--- src/hw/rtl/ccs_pkg.sv ---
// Shared constants, types and helper functions for the center-crop scaler.
// Used by ccs_div, ccs_store and center_crop_nearest_scaler; depends on nothing.
package ccs_pkg;

    localparam int MAX_SOURCE_DIM = 256;
    localparam int MAX_TARGET_DIM = 128;

    localparam int SRC_W   = 9;
    localparam int TGT_W   = 8;
    localparam int COORD_W = 8;
    localparam int PIX_W   = 16;
    localparam int OP_W    = 2;
    localparam int CFG_IDX_W  = 2;
    localparam int CFG_DATA_W = 9;

    localparam int ADDR_W  = 2 * COORD_W;
    localparam int EPOCH_W = 8;
    localparam int WORD_W  = EPOCH_W + PIX_W;
    localparam int PROD_W  = SRC_W + TGT_W;

    localparam int DIV_NUM_W      = 16;
    localparam int DIV_DEN_W      = 8;
    localparam int DIV_RADIX_BITS = 2;
    localparam int DIV_CYCLES     = DIV_NUM_W / DIV_RADIX_BITS;
    localparam int DIV_CNT_W      = $clog2(DIV_CYCLES);

    localparam logic [OP_W-1:0] OP_WRITE = 2'd0;
    localparam logic [OP_W-1:0] OP_READ  = 2'd1;
    localparam logic [OP_W-1:0] OP_FRAME = 2'd2;

    localparam logic [CFG_IDX_W-1:0] CFG_SOURCE_WIDTH  = 2'd0;
    localparam logic [CFG_IDX_W-1:0] CFG_SOURCE_HEIGHT = 2'd1;
    localparam logic [CFG_IDX_W-1:0] CFG_TARGET_WIDTH  = 2'd2;
    localparam logic [CFG_IDX_W-1:0] CFG_TARGET_HEIGHT = 2'd3;

    localparam logic [EPOCH_W-1:0] EPOCH_FIRST = EPOCH_W'(1);
    localparam logic [EPOCH_W-1:0] EPOCH_LAST  = '1;

    typedef struct packed {
        logic              wr;
        logic              rd;
        logic [ADDR_W-1:0] addr;
        logic [WORD_W-1:0] wdata;
    } t_store_req;

    function automatic logic [SRC_W-1:0] clamp_src(input logic [SRC_W-1:0] v);
        logic [SRC_W-1:0] r;
        if (v == '0) begin
            r = SRC_W'(1);
        end else if (v > SRC_W'(MAX_SOURCE_DIM)) begin
            r = SRC_W'(MAX_SOURCE_DIM);
        end else begin
            r = v;
        end
        return r;
    endfunction

    function automatic logic [TGT_W-1:0] clamp_tgt(input logic [TGT_W-1:0] v);
        logic [TGT_W-1:0] r;
        if (v == '0) begin
            r = TGT_W'(1);
        end else if (v > TGT_W'(MAX_TARGET_DIM)) begin
            r = TGT_W'(MAX_TARGET_DIM);
        end else begin
            r = v;
        end
        return r;
    endfunction

endpackage

--- src/hw/rtl/ccs_div.sv ---
// Iterative unsigned divider that resolves two quotient bits per cycle.
// Depends on ccs_pkg for its widths and step count.
module ccs_div (
    input  logic                              i_clk,
    input  logic                              i_rst_n,
    input  logic                              i_start,
    input  logic [ccs_pkg::DIV_NUM_W-1:0]     i_num,
    input  logic [ccs_pkg::DIV_DEN_W-1:0]     i_den,
    output logic                              o_busy,
    output logic [ccs_pkg::DIV_NUM_W-1:0]     o_quo
);

    logic                              r_busy;
    logic [ccs_pkg::DIV_CNT_W-1:0]     r_cnt;
    logic [ccs_pkg::DIV_NUM_W-1:0]     r_acc;
    logic [ccs_pkg::DIV_DEN_W-1:0]     r_rem;
    logic [ccs_pkg::DIV_DEN_W-1:0]     r_den;
    logic [ccs_pkg::DIV_NUM_W-1:0]     n_acc;
    logic [ccs_pkg::DIV_DEN_W-1:0]     n_rem;

    always_comb begin
        logic [ccs_pkg::DIV_DEN_W:0] v_trial;
        n_acc = r_acc;
        n_rem = r_rem;
        for (int k = 0; k < ccs_pkg::DIV_RADIX_BITS; k++) begin
            v_trial = {n_rem, n_acc[ccs_pkg::DIV_NUM_W-1]};
            n_acc   = {n_acc[ccs_pkg::DIV_NUM_W-2:0], 1'b0};
            if (v_trial >= {1'b0, r_den}) begin
                v_trial  = v_trial - {1'b0, r_den};
                n_acc[0] = 1'b1;
            end
            n_rem = v_trial[ccs_pkg::DIV_DEN_W-1:0];
        end
    end

    always_ff @(posedge i_clk) begin
        if (!i_rst_n) begin
            r_busy <= 1'b0;
            r_cnt  <= '0;
        end else if (i_start) begin
            r_busy <= 1'b1;
            r_cnt  <= '0;
        end else if (r_busy) begin
            r_cnt <= r_cnt + ccs_pkg::DIV_CNT_W'(1);
            if (r_cnt == ccs_pkg::DIV_CNT_W'(ccs_pkg::DIV_CYCLES - 1)) begin
                r_busy <= 1'b0;
            end
        end
    end

    always_ff @(posedge i_clk) begin
        if (i_start) begin
            r_acc <= i_num;
            r_rem <= '0;
            r_den <= i_den;
        end else if (r_busy) begin
            r_acc <= n_acc;
            r_rem <= n_rem;
        end
    end

    assign o_busy = r_busy;
    assign o_quo  = r_acc;

endmodule

--- config.mk ---
export PLATFORM = sky130hd
export DESIGN_NAME = ccs_div
export DESIGN_NICKNAME = d
export VERILOG_FILES = /design/src/hw/rtl/ccs_pkg.sv /design/src/hw/rtl/ccs_div.sv
export SDC_FILE = /design/constraint.sdc
export NUM_CORES = 1
export LEC_CHECK = 0
export BUFFER_PORTS_ARGS = -buffer_cell sky130_fd_sc_hd__clkbuf_2
export CORE_MARGIN = 5
export CORE_UTILIZATION = 35
export DETAILED_ROUTE_END_ITERATION = 16
export GPL_TIMING_DRIVEN = 0
export SETUP_SLACK_MARGIN = 0.15
export SYNTH_ARGS = -nofsm -noshare
export SYNTH_HDL_FRONTEND = slang
export SYNTH_SLANG_ARGS = --single-unit
--- constraint.sdc ---
create_clock -name i_clk -period 5.8 [get_ports i_clk]
set_input_delay 0.58 -clock i_clk [delete_from_list [all_inputs] [get_ports i_clk]]
set_output_delay 0.58 -clock i_clk [all_outputs]
set_load 0.02 [all_outputs]
* Word level (Yosys, flattened, before mapping)
Cells that the tools add are included.
** Storage, ports and cells
- Memories :: 0
- Memory bits (writable) :: 0
- Latch bits :: 0
- Flip-flop bits (word level) :: 36
- Word-level logic and storage cells :: 23
- Memory bits (read-only) :: 0
- Output and inout bits :: 17
** Cells by class
- Bitwise operators :: 1
- Divide/modulo/power cells :: 0
- Multiply operators :: 0
- Equality and inequality tests :: 1
- $add $sub $neg :: 3
- Reduce and logical (&&, ||, !) cells :: 2
- Muxes and demuxes :: 9
- Shift-type cells :: 0
- Magnitude comparators :: 2
** Operators by type and width (count)
- 16-bit 2-to-1 mux :: 2
- 9-bit by 8-bit >= comparator with 1-bit output :: 2
- 8-bit 2-to-1 mux :: 2
- 8-bit subtractor :: 2
- 1-bit 2-to-1 mux :: 5
- 3-bit by 1-bit adder with 3-bit output, second input constant :: 1
- 3-bit == test, second input constant :: 1
- 2-bit nonzero test :: 1
- 2-bit OR reduction :: 1
- 1-bit inverter :: 1

* Depth between registers and ports, before layout
Gate-level depths: netlist of the first run.
- Depth in word-level cells :: 6
- Depth in mapped cells :: 19

* Least setup slack after synthesis of the first run
Ideal clock, no wire load.
- Path type :: flip-flop to flip-flop
- From :: register r_acc, in the netlist o_quo[15]
- To :: register r_rem[0] (netlist name)
- Setup slack :: 1.931 ns
- Arrival time :: 3.752 ns
- Library setup time :: 0.117 ns
- Cell stages (with the launch flop) :: 20
- Path through :: edfxtp_1 -> inv_1 -> ha_1 -> inv_1 -> fa_1 -> a211oi_1 -> nor2_1 -> a21o_1 -> a21oi_1 -> xor2_1 -> o21ai_0 -> ha_1 -> nand4_1 -> o21bai_1 -> nor3_1 -> a211o_1 -> a21boi_2 -> buf_6 -> mux2i_1 -> a22o_1
** Between the ends
- Word-level cells in the longest chain between the ends :: 4
** Ends and longest elaborated chain
- start: declaration :: RTL line ccs_div.sv:15 : logic [ccs_pkg::DIV_NUM_W-1:0] r_acc;
- start signal: assignment :: RTL line ccs_div.sv:53 : r_acc <= i_num;
- start signal: assignment :: RTL line ccs_div.sv:57 : r_acc <= n_acc;
- 8-bit subtractor / 9-bit by 8-bit >= comparator with 1-bit output (equally long branches) :: RTL line ccs_div.sv:29, ccs_div.sv:28
- 8-bit 2-to-1 mux * :: RTL line ccs_div.sv:28 : if (v_trial >= {1'b0, r_den}) begin
- 9-bit by 8-bit >= comparator with 1-bit output * :: RTL line ccs_div.sv:28
- 8-bit 2-to-1 mux * :: RTL line ccs_div.sv:28
- end signal: assignment :: RTL line ccs_div.sv:58 : r_rem <= n_rem;
- end: declaration :: RTL line ccs_div.sv:16 : logic [ccs_pkg::DIV_DEN_W-1:0] r_rem;
Every way passes the cells marked *; elsewhere a longest branch is shown, timed or not.
A chain may end at the register's enable or synchronous reset.

* Worst setup path in the final report of the first run
- From :: register r_den[1] (netlist name)
- To :: register r_rem[0] (netlist name)
** Between the ends
- Word-level cells in the longest chain between the ends :: 4
** Ends and longest elaborated chain
- start: declaration :: RTL line ccs_div.sv:17 : logic [ccs_pkg::DIV_DEN_W-1:0] r_den;
- start signal: assignment :: RTL line ccs_div.sv:55 : r_den <= i_den;
- 8-bit subtractor / 9-bit by 8-bit >= comparator with 1-bit output (equally long branches) :: RTL line ccs_div.sv:29, ccs_div.sv:28
- 8-bit 2-to-1 mux :: RTL line ccs_div.sv:28
- 9-bit by 8-bit >= comparator with 1-bit output * :: RTL line ccs_div.sv:28
- 8-bit 2-to-1 mux * :: RTL line ccs_div.sv:28
Marked as above.

==> impl_metrics.toml, run 1 <==
[setup_path]
rrSetupSlack_ns = 1.49
worstPathRequired_ns = 5.98
critPathLaunchType = "register"
endpoint = "r_rem[0]"
cp_max_fo = 9
critPathKind = "reg2reg"
critPathArrivalTime_ns = 4.49
r2r-start = "r_den[1]"
worstSetupEndpointType = "register"
worstSetupStartpoint = "r_den[1]"
r2r_cells = 16
r2r_end = "r_rem[0]"

[synth]
synth_top_area_cell = "edfxtp_1"
synth_top_area_share_pct = 32.1
avgSynthCellArea_sq_um = 11.0
synth_common_cells = "edfxtp_1 (24), nor2_1 (19), ha_1 (18), mux2_2 (18), inv_1 (17)"
synth_top_family_by_area = "compound AO/OA/AOI/OAI gates"
synth_compound_gate_area_share_pct = 14.3
ys_types = 44
synth.most_common_cell = "edfxtp_1"
seq_area_frac_synth_pct = 42.8
syn_nets = 252
syn_area_sq_mm = 0.00225
netlist_instances = 205
yosys_warnings = 0
ys_top_cells_by_area = "edfxtp_1 (32%), dfxtp_1 (11%), ha_1 (10%), mux2_2 (9.0%), mux2i_1 (4.9%)"
synth-simple-area-share_pct = 9.81
muxShareOfSynthArea_pct = 13.9
synth-xor-area-share_pct = 3.51
synthAdderAreaFrac_pct = 11.8
synth_edf_count = 24
async_reset_ff_share_pct = 0
synth_top_flop_cell = "edfxtp_1"
ys_seq_elements = 36

[detailed_routing]
drt-pass1-iter-count = 4
vias = 1656
initialDrtViolationCount = 26
routed_wl_um = 4700
viasPerCell = 4.97
drc = 0
postRouteAntennaNets = 0
wl_per_cell_um = 14.1

[floorplanning]
die_y_um = 90.1
rows = 29
io_pins = 44
start_util_pct = 35.6
die_w_um = 90.1
fp.coreArea_sq_mm = 0.00631
die-area_sq_mm = 0.00812

[finish]
area_growth_pct = 17.5
fin_util_pct = 41.8
final_nets = 302
antenna_cells = 0
drive_gt1_share_pct = 29.7
finalInstanceArea_sq_mm = 0.00264

[sta]
worst_pin_slew_ns = 0.637
fin_crit_sh_pct = 74.3
fin_setup_tns_ns = 0
fin_crit_ns = 4.31
max_freq_mhz = 232
final_hold_viol_count = 0
report.final.setup_viol = 0
grt_setup_unrepaired = "no"
relSlewSlack_pct = 57.5
maxSlewViolCount = 0
fin_skew_ns = 0.00648
hold_slack_ns = 0.460

[power]
vdd_drop_max_v = 0.000281
finalPower_mw = 1.39
p_per_area_mw_per_mm2 = 525
p_leak_nw = 1.20

[clock_network]
cts_buffers = 5
post_cts.repair.setup_buffers = 0
insertion_delay_ns = 0.29
clock-root-buffer = "clkbuf_8"
cts_hold_buf = 0
clock_path_buffers = 2
clkTransAtPathRegs_ns = 0.08
tritoncts = "built"
h-tree-depth = 2
post_cts_resized = 0
clock_sinks = 36

[global_route]
grt_pass1_wl_um = 8010
met3_usage_pct = 3.51
first_global_vias = 1770
grtUsageMet2_pct = 20.6
busiest_layer = "met2"
met1_usage_pct = 14.1
antenna_found_initial = 0
grt_max_degree = 17
grt-ovfl-total = 0
grt_util_all_layers_pct = 11.9

[placement]
gp_congestion = 0.779
io_buffers = 43
place_hpwl_um = 3670
placed_area_sq_mm = 0.00256

[run]
drv_cap = 0

[worst_hold_path]
hold_path.class = "in2reg"

[run_status]
status = "finished, final reports clean"
[how the worst min path moves through the flow]
stage / start / endpoint / slack (ns) / depth (start not counted)
3_3_place_gp: r_rem[1] / r_rem[1] / 0.46 / 2
3_5_place_dp: r_rem[1] / r_rem[1] / 0.47 / 2
5_1_grt: i_den[5] / r_den[5] / 0.45 / 1
6_report: i_den[5] / r_den[5] / 0.46 / 1
4_1_cts: i_den[2] / r_den[2] / 0.45 / 1
2_1_floorplan: r_rem[1] / r_rem[1] / 0.44 / 2
[placed cells by master, fill, tap and decap left out, types with 9 or more instances in the layout]
cell type	Yosys	routed
a21oi_1	9	9
clkbuf_2	0	43
dfxtp_1	12	12
edfxtp_1	24	24
ha_1	18	18
inv_1	17	17
mux2_2	18	18
mux2i_1	11	11
nand2_1	11	11
nor2_1	19	19
o21ai_0	9	9
[cell type report]
type / instances / area, sq um
sequential: 36 / 961
fill: 627 / 3670
tap: 77 / 96.3
timing repair buffer: 43 / 215
multi-input combinational: 148 / 1200
clock inverter: 3 / 13.8
inverter: 17 / 63.8
buffer: 4 / 22.5
clock buffer: 5 / 68.8
[per-layer routing]
layer	wire, um	share of wire, %	vias up
li1	-	-	847
met1	2170	46	767
met2	2220	47	34
met3	250	5.3	8
met4	62	1.3	0
met5	0	0	-
[kinds of logic (layout without fill, tap and decap cells)]
group | after synthesis | after routing
multiplexers | 29 | 29
AND/OR/NAND/NOR | 46 | 46
XOR/XNOR | 9 | 9
AO/OA/AOI/OAI | 44 | 44
adder cells (fa/ha/maj) | 20 | 20
flip-flops | 36 | 36
buffers and inverters | 21 | 72
[worst max-delay path, stage by stage, from the launching register on]
cell and delay (ns):
edfxtp_1 0.36, inv_1 0.18, ha_1 0.31, nor2b_1 0.15, o21ai_0 0.23, nand3_1 0.14
a21oi_2 0.46, mux2_2 0.42, ha_1 0.36, nand4_1 0.16, o21bai_1 0.35, nor3_1 0.08
a211o_1 0.35, a21boi_2 0.17, buf_6 0.16, mux2i_1 0.12, a22o_1 0.20
[where the power goes]
group	switching [mW]	internal, mW
registers	0.0342	0.331
logic	0.450	0.395
clock network	0.0949	0.0817
total	0.579	0.808
[metrics by stage]
step	setup slack [ns]	instances
floorplan	1.93	205
global placement	1.51	325
detailed placement	1.49	325
CTS	1.46	333
global route	1.14	333
finish	1.49	333
[registers in the layout, indices dropped and copies added (netlist names)]
register and count:
o_quo 16, r_den 8, r_rem 8, r_cnt 3, o_busy 1
Note: power is estimated with default switching activity, not from simulation.
==> run 2, diff against run 1 <==
Clock period 5.8 ns to 3.6 ns, I/O delays scaled along.
==> run 2 against run 1 <==
  * The flow now finishes with violations (setup timing)
  * Count of clock-buffer cells in the layout increased by 2
  * Design area increased by 9.8%
  * First-iteration DRC count increased by 81%
  * Clock power increased by 56%
==> impl_metrics.toml, run 2 (synthesis gave the netlist of run 1 again) <==
[run_status]
status = "finished, violations left"
violations = "setup timing"

[setup_path]
slowest_stage = "edfxtp_1"
critPathKind = "reg2reg"
crit_chain = "inv_2 > ha_4 > and3_4 > a31oi_1 > nand3_1 > a21oi_4 > buf_4 > mux2_2 > ha_4 > nand4_1 > o21ba_4 > o2111a_1 > a211o_1 > a21boi_4 > buf_6 > mux2i_1 > a22o_1"
crit_path_frequent_cell = "ha_4"
cp_max_fo = 5
critPathLaunchType = "register"
critPathArrivalTime_ns = 4.00
worstSetupEndpointType = "register"
worstPathRequired_ns = 3.77
max_stage_delay_ns = 0.38

[placement]
place_hpwl_um = 3770
io_buffers = 43
gp_congestion = 0.788
dp_cells = 325

[worst_hold_path]
hold_path.class = "in2reg"

[clock_network]
insertion_delay_ns = 0.28
clock_path_buffers = 2
h-tree-depth = 2
tritoncts = "built"
clock_sinks = 36
cts_buffers = 5
clkTransAtPathRegs_ns = 0.07
clock-root-buffer = "clkbuf_8"

[power]
p_int_mw = 1.56
pwr-share-comb_pct = 66.4
power.share.clock_pct = 10.6
swShare_pct = 40.3
vdd_drop_max_v = 0.000489
p_sw_mw = 1.06
finalPower_mw = 2.62
p_leak_nw = 1.27
p_seq_share_pct = 22.9
p_per_area_mw_per_mm2 = 903

[detailed_routing]
routed_wl_um = 5080
vias = 1736
viasPerCell = 4.99
wl_met2_um = 2520
initialDrtViolationCount = 47
drc = 0
wl_per_cell_um = 14.6
highest_layer = "met4"
drt-pass1-iter-count = 4
wl_met3_um = 283
wl_met1_um = 2160
postRouteAntennaNets = 0

[global_route]
grt_util_all_layers_pct = 13.2
grt_max_degree = 17
grt_pass1_wl_um = 8940
first_global_vias = 1933
antenna_found_initial = 0
grt-ovfl-total = 0

[floorplanning]
die-area_sq_mm = 0.00812
io_pins = 44
rows = 29
die_w_um = 90.1
die_y_um = 90.1
fp.coreArea_sq_mm = 0.00631
start_util_pct = 35.6

[finish]
fin_util_pct = 45.9
final_nets = 317
stdcell_count = 348
largest_reg_flops = 16
final_common_cell = "clkbuf_2"
final_cell_mix = "clkbuf_2 (43), edfxtp_1 (24), nor2_1 (18), mux2_2 (18), buf_4 (14)"
drive_gt1_share_pct = 41.0
area_growth_pct = 29.1
antenna_cells = 0

[run]
drv_cap = 0

[sta]
report.final.setup_viol = 9
setup_ws_ns = -0.223
worst_pin_slew_ns = 0.630
grt_setup_unrepaired = "yes"
maxSlewViolCount = 0
relSlewSlack_pct = 58.0
max_freq_mhz = 262
fin_skew_ns = 0.00740
fin_crit_sh_pct = 106
fin_crit_ns = 3.82
final_hold_viol_count = 0
==> run 2: timing repair <==
item / in CTS / in global routing
pin swaps: 16 / 10
setup buffers: 9 / 5
gates cloned: 1 / 0
hold buffers: 0 / 0
setup endpoints to repair: 9 / 9
resized for setup: 17 / 5
==> run 2: power by group through the flow <==
stage	sequential (mW)	clock, mW	combinational (mW)
6_report	0.601	0.277	1.74
5_1_grt	0.611	0.303	1.91
4_1_cts	0.599	0.287	1.64
3_5_place_dp	0.598	0	1.39
3_3_place_gp	0.596	0	1.37
2_1_floorplan	0.624	0	1.09
==> run 2: per-layer routing <==
| layer | global-route usage, % | vias to the layer above |
|---|---|---|
| met1 | 15.3 | 805 |
| met3 | 3.01 | 10 |
| met5 | 0 | - |
| li1 | - | 877 |
| met2 | 23.3 | 44 |
| met4 | 5.21 | 0 |
==> run 2: critical path, delay by kind of cell (launching register included) <==
kind            cells  cell delay (ns)
compound gates      7             1.41
fa+ha+maj           2             0.52
buf+inv             3             0.42
flops               1             0.38
mux                 2             0.47
simple gates        3             0.50
==> run 2: per-stage QoR <==
step / hold WS [ns] / instance area [sq um] / setup TNS, ns / setup WS, ns
2_1_floorplan: 0.442 / 2260 / -0.160 / -0.101
3_3_place_gp: 0.461 / 2570 / -4.86 / -0.630
3_5_place_dp: 0.467 / 2570 / -4.70 / -0.602
4_1_cts: 0.234 / 2840 / -0.903 / -0.164
5_1_grt: 0.238 / 2900 / -3.43 / -0.424
6_report: 0.245 / 2900 / -1.48 / -0.223
==> run 2: final cells by class <==
class / instances / area [sq um]
fill: 613 / 3410
buffer: 4 / 22.5
clock buffer: 7 / 76.3
inverter: 17 / 63.8
sequential: 36 / 962
timing repair buffer: 58 / 325
multi-input combinational: 148 / 1350
tap: 77 / 96.3
clock inverter: 1 / 3.75
==> run 2: path summary, 6_finish.rpt <==
kind              end      from  slack (ns)  depth (start not counted)
max reg2reg  r_rem[0]  r_den[2]       -0.22                         17
min          r_den[0]  i_den[0]        0.25                          1
max          r_rem[0]  r_den[2]       -0.22                         17
min reg2reg  r_rem[4]  r_rem[4]        0.48                          2
==> run 3, diff against run 2 <==
Settings changed: CTS_BUF_LIST set to sky130_fd_sc_hd__clkbuf_16.
Clock period 3.6 ns to 4 ns, I/O delays scaled along.
==> run 3 against run 2 <==
  * The flow now finishes without violations
  * Clock power is 110% higher
  * Hold slack better by 0.046 ns
  * Core utilization is 4.6 points higher
  * Via count is 0.98% higher
  * Critical path type unchanged
  * Critical endpoint unchanged
  * Largest power group unchanged
==> impl_metrics.toml, run 3 (synthesis gave the netlist of run 1 again) <==
[power]
p_per_area_mw_per_mm2 = 908
finalPower_mw = 2.89
vdd_drop_max_v = 0.000429
p_leak_nw = 1.38

[worst_hold_path]
hold_path.class = "in2reg"
hp-start = "i_den[3]"
min_path_cells = 1
hold_end = "r_den[3]"

[sta]
relSlewSlack_pct = 58.4
grt_setup_unrepaired = "yes"
final_hold_viol_count = 0
fin_crit_sh_pct = 96.2
fin_crit_ns = 3.85
fin_setup_tns_ns = 0
maxSlewViolCount = 0
fin_skew_ns = 0.00550
report.final.setup_viol = 0
max_freq_mhz = 260
worst_pin_slew_ns = 0.623

[finish]
drive_gt1_share_pct = 46.0
fin_util_pct = 50.5
area_growth_pct = 42.0
stdcell_count = 351
final_nets = 320
antenna_cells = 0
finalInstanceArea_sq_mm = 0.00319
fillers = 580
final_common_cell = "clkbuf_2"
final_cell_mix = "clkbuf_2 (43), edfxtp_1 (24), nor2_1 (18)"
largest_reg_flops = 16

[setup_path]
r2r_end = "r_rem[0]"
critPathLaunchType = "register"
critPathKind = "reg2reg"
slowest_stage = "edfxtp_1"
rrSetupSlack_ns = 0.15
worstPathRequired_ns = 4.17
crit_chain = "inv_2 > ha_4 > inv_2 > fa_2 > a211oi_2 > nor2_2 > a21o_1 > a21oi_2 > xor2_1 > o21ai_2 > ha_4 > nand4_1 > o21bai_2 > nor3_1 > a211o_1 > a21boi_4 > buf_6 > mux2i_1 > a22o_1"
critical-path-top-delay-family = "compound AO/OA/AOI/OAI gates"
critPathArrivalTime_ns = 4.02
r2r-start = "o_quo[15]"
max_stage_delay_ns = 0.40
crit_cells = 19
cp_max_fo = 5
worstSetupEndpointType = "register"
critPathBufInv = 3
r2r_cells = 19

[global_route]
grt-ovfl-total = 0
grt_pass1_wl_um = 8450
antenna_found_initial = 0
first_global_vias = 1807
grt_util_all_layers_pct = 12.6
grt_max_degree = 17

[placement]
place_hpwl_um = 3790
placed_area_sq_mm = 0.00256
io_buffers = 43
gp_congestion = 0.783
dp_cells = 325

[clock_network]
cts_hold_buf = 0
clock-root-buffer = "clkbuf_16"
cts_buffers = 5
tritoncts = "built"
h-tree-depth = 2
insertion_delay_ns = 0.28
clkTransAtPathRegs_ns = 0.06
clock_sinks = 36
clock_path_buffers = 2

[detailed_routing]
vias = 1753
postRouteAntennaNets = 0
drc = 0
initialDrtViolationCount = 33
wl_per_cell_um = 15.1
viasPerCell = 4.99
drt-pass1-iter-count = 4
routed_wl_um = 5290

[run]
drv_cap = 0

[floorplanning]
die_w_um = 90.1
die-area_sq_mm = 0.00812
fp.coreArea_sq_mm = 0.00631
rows = 29
io_pins = 44
start_util_pct = 35.6
die_y_um = 90.1

[run_status]
status = "finished, final reports clean"
-- run 3: cell count changes in the layout (fill, tap and decap cells not counted), moves of 2 or more --
cell       change
a21oi_1        -2
a21oi_2        +2
buf_6          +3
bufinv_16      +3
clkbuf_1       -2
clkbuf_16      +5
clkbuf_8       -5
ha_1           -5
ha_4           +5
mux2_2         -4
mux2_4         +4
-- run 3: timing repair --
| action | CTS | global route |
|---|---|---|
| setup endpoints to repair | 9 | 9 |
| gates resized for setup | 18 | 33 |
| pin swaps | 9 | 19 |
| setup buffers | 7 | 10 |
| cloned | 0 | 1 |
-- run 3: worst max path at each step --
stage	startpoint	to	slack, ns
after global placement	r_den[1]	r_rem[0]	-0.20
after detailed placement	r_den[1]	r_rem[0]	-0.19
after floorplan	o_quo[15]	r_rem[0]	0.18
after global routing	o_quo[15]	r_rem[7]	-0.04
final	o_quo[15]	r_rem[0]	0.15
after CTS	o_quo[15]	r_rem[0]	0.16
-- run 3: metrics by stage --
step                hold slack (ns)  setup WS [ns]
finish                        0.292          0.151
global route                  0.285        -0.0375
CTS                           0.285          0.161
detailed placement            0.472         -0.195
global placement              0.464         -0.196
floorplan                     0.442          0.184
-- run 3: cell type report --
type	count	area (sq um)	area share, %
tap	77	96.3	3.02
multi-input combinational	148	1470	46.0
timing repair buffer	61	362	11.3
clock buffer	5	125	3.92
clock inverter	3	90.1	2.82
buffer	4	22.5	0.706
inverter	17	63.8	2.00
sequential	36	962	30.2
-- run 3: where the power goes --
group | switching, mW | internal, mW | total, mW
registers | 0.0643 | 0.482 | 0.546
logic | 0.849 | 0.927 | 1.78
clock network | 0.152 | 0.420 | 0.573
total | 1.07 | 1.83 | 2.89
-- run 3: routing by layer --
layer	vias to the layer above	track usage, %	share of wire [%]
li1	888	-	-
met1	814	14.9	44
met2	42	22.0	49
met3	9	2.92	4.6
met4	0	4.96	2.0
met5	-	0	0
